**src/sv/lfd_pkg.sv**
```systemverilog
// Shared types and constants for the length-field byte deframer.
// No dependencies; imported by every module of the block.
package lfd_pkg;

  localparam int unsigned QueueDepth = 4;
  localparam int unsigned QueuePtrW  = $clog2(QueueDepth);
  localparam int unsigned QueueCntW  = $clog2(QueueDepth + 1);

  localparam logic [7:0]  PrefixTrigger  = 8'hFD;
  localparam logic [7:0]  PrefixByte     = 8'hFF;
  localparam logic [6:0]  HeaderBytes    = 7'd7;
  localparam logic [6:0]  MinFrameBytes  = 7'd4;
  localparam logic [6:0]  LengthBytePos  = 7'd2;
  localparam logic [5:0]  FixedCmdLength = 6'd11;
  localparam logic [15:0] TimeoutReset   = 16'd10;

  typedef enum logic [1:0] {
    EV_BYTE    = 2'd0,
    EV_END     = 2'd1,
    EV_DISCARD = 2'd2,
    EV_NONE    = 2'd3
  } lfd_event_t;

  // One queue entry per accepted input; prefix asks the back end for an
  // extra 0xFF result ahead of the stored one.
  typedef struct packed {
    logic       prefix;
    logic [7:0] out_byte;
    logic [6:0] position;
    lfd_event_t event_res;
    logic [6:0] frame_length;
  } lfd_entry_t;

endpackage

```
**src/sv/length_field_byte_deframer_top.sv**
```systemverilog
// Top level of the length-field byte deframer.
// Instantiates lfd_front, lfd_fifo and lfd_back; uses lfd_pkg.
//
// Usage:
//   Input stream: s_axis_tuser = action (0 received byte, 1 timer tick),
//   s_axis_tdata = received byte. Each transaction gives one result, or
//   two when the first byte of a frame is 0xFD (a 0xFF result goes first).
//   Output stream: tdata = out_byte, position, frame_length (low bit up),
//   tuser = event (byte, frame end, timeout discard, nothing), tlast marks
//   the last result of one input transaction.
//   cfg_we/cfg_wdata write timeout_ticks (reset 10); write only when idle.
// Path: an accepted input is stored in the queue, then loaded into the back end's output register.
// Throughput: one input per cycle while the queue has room; a prefixed input
//   gives two results, sent in turn by the single output register of the back end.
// Reset (rst, synchronous): clears frame state, deadline and the 4-entry
//   queue; timeout returns to 10 ticks.
// When the receiver stalls, the back end holds its result and the queue
//   absorbs up to four inputs before s_axis_tready drops.
module length_field_byte_deframer_top import lfd_pkg::*; (
  input  logic        clk,
  input  logic        rst,
  input  logic        cfg_we,
  input  logic [15:0] cfg_wdata,
  input  logic        s_axis_tvalid,
  output logic        s_axis_tready,
  input  logic [7:0]  s_axis_tdata,  // [7:0] data_byte
  input  logic        s_axis_tuser,  // [0] action
  output logic        m_axis_tvalid,
  input  logic        m_axis_tready,
  output logic [23:0] m_axis_tdata,  // [7:0] out_byte, [14:8] position, [21:15] frame_length
  output logic [1:0]  m_axis_tuser,  // [1:0] event_res
  output logic        m_axis_tlast
);

  lfd_entry_t push_entry, head;
  logic       push, pop, full, empty;
  logic [7:0] out_byte;
  logic [6:0] out_position, out_frame_length;
  lfd_event_t out_event;

  lfd_front u_front (
    .clk        (clk),
    .rst        (rst),
    .cfg_we     (cfg_we),
    .cfg_wdata  (cfg_wdata),
    .in_valid   (s_axis_tvalid),
    .in_action  (s_axis_tuser),
    .in_byte    (s_axis_tdata),
    .queue_full (full),
    .in_ready   (s_axis_tready),
    .push       (push),
    .push_entry (push_entry)
  );

  lfd_fifo u_fifo (
    .clk        (clk),
    .rst        (rst),
    .push       (push),
    .push_entry (push_entry),
    .pop        (pop),
    .head       (head),
    .full       (full),
    .empty      (empty)
  );

  lfd_back u_back (
    .clk              (clk),
    .rst              (rst),
    .head             (head),
    .empty            (empty),
    .pop              (pop),
    .out_valid        (m_axis_tvalid),
    .out_ready        (m_axis_tready),
    .out_byte         (out_byte),
    .out_position     (out_position),
    .out_event        (out_event),
    .out_frame_length (out_frame_length),
    .out_last         (m_axis_tlast)
  );

  assign m_axis_tdata = {2'b00, out_frame_length, out_position, out_byte};
  assign m_axis_tuser = out_event;

endmodule

```
**src/sv/lfd_front.sv**
```systemverilog
// Front end: accepts bytes and ticks, tracks frame state and deadline,
// and pushes one classified entry per transaction. Uses lfd_pkg.
module lfd_front import lfd_pkg::*; (
  input  logic        clk,
  input  logic        rst,
  input  logic        cfg_we,
  input  logic [15:0] cfg_wdata,
  input  logic        in_valid,
  input  logic        in_action,
  input  logic [7:0]  in_byte,
  input  logic        queue_full,
  output logic        in_ready,
  output logic        push,
  output lfd_entry_t  push_entry
);

  logic [15:0] timeout_ticks;
  logic [6:0]  byte_position, byte_position_next;
  logic [5:0]  payload_length, payload_length_next;
  logic [15:0] deadline_count, deadline_count_next;
  logic        deadline_running, deadline_running_next;

  logic [6:0] pos;
  logic [6:0] len;
  logic [5:0] plen;
  logic       complete;

  function automatic logic [5:0] decode_length(input logic [7:0] b);
    logic [5:0] cmd;
    cmd = b[5:0];
    if (b[6]) return cmd;
    if (cmd == 6'd2 || cmd == 6'd3 || cmd == 6'd4) return FixedCmdLength;
    return 6'd0;
  endfunction

  assign in_ready = !queue_full;
  assign push     = in_valid && in_ready;

  always_comb begin
    byte_position_next    = byte_position;
    payload_length_next   = payload_length;
    deadline_count_next   = deadline_count;
    deadline_running_next = deadline_running;
    push_entry            = '0;
    push_entry.event_res  = EV_NONE;
    pos                   = byte_position;
    plen                  = payload_length;
    len                   = '0;
    complete              = 1'b0;
    if (in_action) begin
      // timer tick
      if (deadline_running && deadline_count <= 16'd1) begin
        push_entry.event_res    = EV_DISCARD;
        push_entry.frame_length = byte_position;
        byte_position_next      = '0;
        payload_length_next     = '0;
        deadline_count_next     = '0;
        deadline_running_next   = 1'b0;
      end else begin
        if (deadline_running) deadline_count_next = deadline_count - 16'd1;
      end
    end else begin
      if (byte_position == 7'd0) begin
        deadline_running_next = 1'b1;
        deadline_count_next   = timeout_ticks;
        if (in_byte == PrefixTrigger) begin
          push_entry.prefix = 1'b1;
          pos               = 7'd1;
        end
      end
      len = pos + 7'd1;
      if (pos == LengthBytePos) plen = decode_length(in_byte);
      payload_length_next = plen;
      complete = (len >= MinFrameBytes) && (len >= HeaderBytes + {1'b0, plen});
      push_entry.out_byte = in_byte;
      push_entry.position = pos;
      if (complete) begin
        push_entry.event_res    = EV_END;
        push_entry.frame_length = len;
        byte_position_next      = '0;
        payload_length_next     = '0;
        deadline_count_next     = '0;
        deadline_running_next   = 1'b0;
      end else begin
        push_entry.event_res = EV_BYTE;
        byte_position_next   = len;
      end
    end
  end

  always_ff @(posedge clk) begin
    if (rst) begin
      timeout_ticks    <= TimeoutReset;
      byte_position    <= '0;
      payload_length   <= '0;
      deadline_count   <= '0;
      deadline_running <= 1'b0;
    end else begin
      if (cfg_we) timeout_ticks <= cfg_wdata;
      if (push) begin
        byte_position    <= byte_position_next;
        payload_length   <= payload_length_next;
        deadline_count   <= deadline_count_next;
        deadline_running <= deadline_running_next;
      end
    end
  end

endmodule

```
**src/sv/lfd_fifo.sv**
```systemverilog
// Short entry queue between front and back ends.
// Uses lfd_pkg for the entry type and depth.
module lfd_fifo import lfd_pkg::*; (
  input  logic       clk,
  input  logic       rst,
  input  logic       push,
  input  lfd_entry_t push_entry,
  input  logic       pop,
  output lfd_entry_t head,
  output logic       full,
  output logic       empty
);

  lfd_entry_t           slots [QueueDepth];
  logic [QueuePtrW-1:0] wr_ptr, rd_ptr;
  logic [QueueCntW-1:0] count;

  assign full  = (count == QueueCntW'(QueueDepth));
  assign empty = (count == '0);
  assign head  = slots[rd_ptr];

  always_ff @(posedge clk) begin
    if (push) slots[wr_ptr] <= push_entry;
  end

  always_ff @(posedge clk) begin
    if (rst) begin
      wr_ptr <= '0;
      rd_ptr <= '0;
      count  <= '0;
    end else begin
      if (push) wr_ptr <= wr_ptr + 1'b1;
      if (pop)  rd_ptr <= rd_ptr + 1'b1;
      if (push && !pop)      count <= count + 1'b1;
      else if (pop && !push) count <= count - 1'b1;
    end
  end

endmodule

```
**src/sv/lfd_back.sv**
```systemverilog
// Back end: expands queue entries into result transactions, inserting
// the 0xFF prefix result where flagged, into an output register. Uses lfd_pkg.
module lfd_back import lfd_pkg::*; (
  input  logic        clk,
  input  logic        rst,
  input  lfd_entry_t  head,
  input  logic        empty,
  output logic        pop,
  output logic        out_valid,
  input  logic        out_ready,
  output logic [7:0]  out_byte,
  output logic [6:0]  out_position,
  output lfd_event_t  out_event,
  output logic [6:0]  out_frame_length,
  output logic        out_last
);

  logic prefix_done;
  logic load;
  logic emit_prefix;

  assign load        = !empty && (!out_valid || out_ready);
  assign emit_prefix = head.prefix && !prefix_done;
  assign pop         = load && !emit_prefix;

  always_ff @(posedge clk) begin
    if (rst) begin
      out_valid   <= 1'b0;
      prefix_done <= 1'b0;
    end else begin
      if (load) begin
        out_valid   <= 1'b1;
        prefix_done <= emit_prefix;
      end else if (out_ready) begin
        out_valid <= 1'b0;
      end
    end
  end

  always_ff @(posedge clk) begin
    if (load) begin
      if (emit_prefix) begin
        out_byte         <= PrefixByte;
        out_position     <= '0;
        out_event        <= EV_BYTE;
        out_frame_length <= '0;
        out_last         <= 1'b0;
      end else begin
        out_byte         <= head.out_byte;
        out_position     <= head.position;
        out_event        <= head.event_res;
        out_frame_length <= head.frame_length;
        out_last         <= 1'b1;
      end
    end
  end

endmodule

```
**config.mk**
```make
export PLATFORM = sky130hd
export DESIGN_NAME = length_field_byte_deframer_top
export DESIGN_NICKNAME = d
export VERILOG_FILES = /design/src/sv/lfd_pkg.sv /design/src/sv/length_field_byte_deframer_top.sv /design/src/sv/lfd_front.sv /design/src/sv/lfd_fifo.sv /design/src/sv/lfd_back.sv
export SDC_FILE = /design/constraint.sdc
export NUM_CORES = 1
export LEC_CHECK = 0
export BUFFER_PORTS_ARGS = -buffer_cell sky130_fd_sc_hd__buf_2
export CAP_MARGIN = 20
export CORE_ASPECT_RATIO = 1.2
export CORE_MARGIN = 5
export CORE_UTILIZATION = 40
export DETAILED_ROUTE_END_ITERATION = 6
export GPL_ROUTABILITY_DRIVEN = 0
export SYNTH_ARGS = -nofsm -noshare
export SYNTH_HDL_FRONTEND = slang
export SYNTH_SLANG_ARGS = --single-unit
```
**constraint.sdc**
```tcl
create_clock -name clk -period 4.1 [get_ports clk]
set_clock_uncertainty 0.1 [all_clocks]
set_input_delay 0.205 -clock clk [delete_from_list [all_inputs] [get_ports clk]]
set_output_delay 0.205 -clock clk [all_outputs]
set_load 0.005 [all_outputs]
```
==> run summary <==
===================================================================================
Status                                                                    completed
Clock latency reported for the late side of the worst-skew pair              430 ps
Via total after detailed routing                                               5281
Finished Core Util                                                            0.471
Remaining antenna violation count after routing                                   0
Standard-cell rows                                                               57
Sequential share of the synthesized area                                      0.603
Clk slew on worst S/H paths                                                   70 ps
Dominant cell type by area after synthesis                             sky130_fd_sc_hd__edfxtp_1
Worst Path Class, Setup                                                register to register
Pwr/cell area                                                           552 mW/mm^2
Synth area leaders                                                     sky130_fd_sc_hd__edfxtp_1 (46%), sky130_fd_sc_hd__dfxtp_1 (14%), sky130_fd_sc_hd__mux4_2 (6.9%)
Setup Slack @ Placement                                                     68.2 ps
Number of enable flip-flop cells after synthesis                                125
Fmax achieved                                                               255 MHz
Number of cells in the design after placement                                   940
Cell Area, Synth                                                       0.00812 mm^2
Final hold slack                                                            79.6 ps
Chip Height                                                                  166 um
Cts bufs inserted                                                                17
Synthesized flop and latch total                                                182
Max IR drop VDD                                                          0.000287 V
Finished layout cell area                                              0.00947 mm^2
Post-route setup TNS                                                           0 ps
Top Ports                                                                        59
Chip Width                                                                   140 um
Router iterations before antenna repair                                           4
Post-Synthesis Mean Instance Area                                         12.7 um^2
Top cell type's share of synthesized area                                     0.462
Setup crit start kind                                                      register
Count of placed standard cells in the final layout, fillers left out            989
YS warnings                                                                       0
Placement Cell Area                                                    0.00872 mm^2
Wire length of the first global-routing pass                               28500 um
Total grt overflow                                                                0
Sequential Area                                                        0.00489 mm^2
Slowest cell on crit path                                              sky130_fd_sc_hd__or4_1
GRT met3 Usage                                                               0.0268
Count of fill cells added during filler insertion                              1845
Synth-to-Final Area Change                                                    16.7%
Number of buffers inserted by post-CTS setup repair                               0
Count of nets after finishing                                                   758
Largest net degree at the start of global routing                                57
Core Footprint                                                          0.0201 mm^2
Detail-routed net length per standard cell                                  17.5 um
Count of endpoints failing hold in the final timing report                        0
Slew at the pin closest to its max-slew limit                                839 ps
Critical Path Sink Type                                                    register
DRC viols                                                                         0
Final worst setup slack                                                      183 ps
Count of final setup violators                                                    0
Max Slew Vio Count                                                                0
Number of max-capacitance violations reported                                     0
Clock H-tree levels                                                               4
DR vias/cell                                                                   5.34
Number of antenna violations at the first check in global routing                 0
Diode insertion count for antenna repair                                          0
Total global-route track usage                                                0.153
Distinct cell type count of the synthesized netlist                              60
Ys flop type                                                           sky130_fd_sc_hd__edfxtp_1
CTS tree                                                                       done
Count of input and output buffers                                                56
Number of buffers on the longest clock path                                       2
Chain of cells forming the critical path                               nor3_2, nand4b_1, a21oi_1, ha_1, inv_1, o21ai_1, xnor2_1, ha_1, a21o_1, a211o_1, a41o_1, a21o_1, or4_1, a31oi_1
Number of DRC markers in iteration 0                                            233
Met1 Usage GRT                                                                0.180
Via count of the first global-routing pass                                     5613
Final WL                                                                   17300 um
Setup repair after global routing missed its margin                             yes
Asr flop ratio synth                                                              0
Overall Power                                                               5.23 mW
Total area of multi-input combinational cells                          0.00302 mm^2
Highest fanout seen on the critical path                                          8
Layout cell share with drive strength beyond 1                                0.207
Required time reported for the critical path endpoint                       4350 ps
Classification of the worst-slack hold path                            primary input to register
Total clock sinks                                                               182
Cell at the root of the clock tree                                     sky130_fd_sc_hd__clkbuf_16
Delay of the slowest cell on the worst path                                  480 ps
Final critical path time including I/O delays and setup                     3920 ps
Leak Pwr                                                                    3.44 nW
Highest-utilization routing layer at the global route stage                    met2
Worst slew margin relative to its limit                                       0.440
Final worst-path cycle share                                                  0.955
Post-synthesis instance total                                                   637
Initial core utilization                                                      0.404
DPL Wire Length                                                            11500 um
DIE AREA                                                                0.0233 mm^2
Critical path arrival                                                       4170 ps
Met2 Usage GRT                                                                0.276
===================================================================================
-- cells by family (layout without fill, tap and decap cells) --
kind of cell,count (synthesis),after routing,synth area share
AOI/OAI and AO/OA,91,91,0.0737
xor gates and xnor gates,28,28,0.0302
adders and majority gates,16,16,0.0256
buffers and inverters,52,138,0.0284
DFF,182,182,0.603
muxes,46,46,0.0956
other,1,2,0.000462
and+or+nand+nor,221,221,0.143
-- cells in the mapped netlist (4+ instances only) --
cell type	n
sky130_fd_sc_hd__nor2b_1	20
sky130_fd_sc_hd__ha_1	15
sky130_fd_sc_hd__xor2_1	12
sky130_fd_sc_hd__nand2_1	40
sky130_fd_sc_hd__xnor2_1	16
sky130_fd_sc_hd__edfxtp_1	125
sky130_fd_sc_hd__buf_1	4
sky130_fd_sc_hd__o21ai_1	4
sky130_fd_sc_hd__or2_2	8
sky130_fd_sc_hd__nor2_1	43
sky130_fd_sc_hd__a31oi_1	4
sky130_fd_sc_hd__and2_1	22
sky130_fd_sc_hd__buf_4	4
sky130_fd_sc_hd__or4_1	4
sky130_fd_sc_hd__nor3_1	38
sky130_fd_sc_hd__or3_1	5
sky130_fd_sc_hd__dfxtp_1	57
sky130_fd_sc_hd__a21oi_1	24
sky130_fd_sc_hd__nor4_1	4
sky130_fd_sc_hd__o21ai_0	20
sky130_fd_sc_hd__mux2i_1	19
sky130_fd_sc_hd__mux4_2	25
sky130_fd_sc_hd__o22a_1	9
sky130_fd_sc_hd__clkbuf_1	18
sky130_fd_sc_hd__inv_1	14
sky130_fd_sc_hd__nand3_1	16
sky130_fd_sc_hd__buf_2	10
-- worst paths after layout --
path | from | to | slack, ps | cells after the start
setup / recovery | u_front.byte_position[3] | u_front.byte_position[2] | 180 | 14
hold / removal | rst | u_front.timeout_ticks[2] | 80 | 2
setup reg to reg | u_front.byte_position[3] | u_front.byte_position[2] | 180 | 14
hold reg to reg | u_front.payload_length[3] | u_front.payload_length[3] | 380 | 2
-- worst max-delay path, delay by kind of cell, from the launching register on --
family / cells / cell delay [ps]
AO/OA/AOI/OAI: 7 / 1650
XOR/XNOR: 1 / 150
AND/OR/NAND/NOR: 3 / 1030
buffers and inverters: 1 / 40
flip-flops: 1 / 380
adder cells (fa/ha/maj): 2 / 490
-- flip-flops by register name (all words and copies together), names as in the netlist, named ones only --
name and cells:
u_back.out_valid 1, u_front.deadline_count 16, u_front.timeout_ticks 16, u_fifo.count 3
u_back.prefix_done 1, u_back.out_position 7, u_back.out_event 2, u_back.out_byte 8
u_fifo.slots 100, u_fifo.wr_ptr 2, u_back.out_last 1, u_front.deadline_running 1
u_fifo.rd_ptr 2, u_front.byte_position 7, u_front.payload_length 6, u_back.out_frame_length 7
-- power by group --
part	leakage [nW]	total (mW)	switching [mW]	internal [mW]
Clock	0.261	1.53	0.691	0.837
Sequential	1.67	2.46	0.129	2.33
Combinational	1.52	1.23	0.669	0.565
Total	3.44	5.23	1.49	3.74
-- cell type report --
type / count / share of cell area
Multi-Input combinational cell: 404 / 0.319
Clock inverter: 14 / 0.0132
Timing Repair Buffer: 92 / 0.0652
Sequential cell: 182 / 0.517
Clock buffer: 17 / 0.0449
Inverter: 15 / 0.00594
Tap cell: 265 / 0.0350
-- layout by cell type, fill, tap and decap left out, types with 4 or more instances in the layout --
cell                            instances
sky130_fd_sc_hd__edfxtp_1             125
sky130_fd_sc_hd__xnor2_1               16
sky130_fd_sc_hd__o22a_1                 9
sky130_fd_sc_hd__and2_1                22
sky130_fd_sc_hd__buf_2                 56
sky130_fd_sc_hd__or4_1                  4
sky130_fd_sc_hd__nand2_1               40
sky130_fd_sc_hd__nor3_1                37
sky130_fd_sc_hd__o21ai_0               20
sky130_fd_sc_hd__ha_1                  15
sky130_fd_sc_hd__nand3_1               16
sky130_fd_sc_hd__nor2b_1               20
sky130_fd_sc_hd__a31oi_1                4
sky130_fd_sc_hd__a21oi_1               22
sky130_fd_sc_hd__xor2_1                12
sky130_fd_sc_hd__dfxtp_1               57
sky130_fd_sc_hd__nor4_1                 4
sky130_fd_sc_hd__inv_1                 14
sky130_fd_sc_hd__buf_4                 17
sky130_fd_sc_hd__mux4_2                25
sky130_fd_sc_hd__o21ai_1                4
sky130_fd_sc_hd__clkbuf_16             17
sky130_fd_sc_hd__mux2i_1               18
sky130_fd_sc_hd__dlygate4sd3_1         17
sky130_fd_sc_hd__nor2_1                43
sky130_fd_sc_hd__or3_1                  5
sky130_fd_sc_hd__or2_2                  8
-- timing repair --
item | CTS | global route
endpoints found under the hold margin | 17 | 0
gates resized for setup | 0 | 4
setup endpoints to repair | 0 | 44
hold buffers | 17 | 0
-- metal layers --
metal / share of wire / wire length (um)
met3: 0.033 / 578
met2: 0.53 / 9110
met4: 0.024 / 415
met5: 0 / 0
met1: 0.42 / 7210
Power figures use the tool's default switching activity.
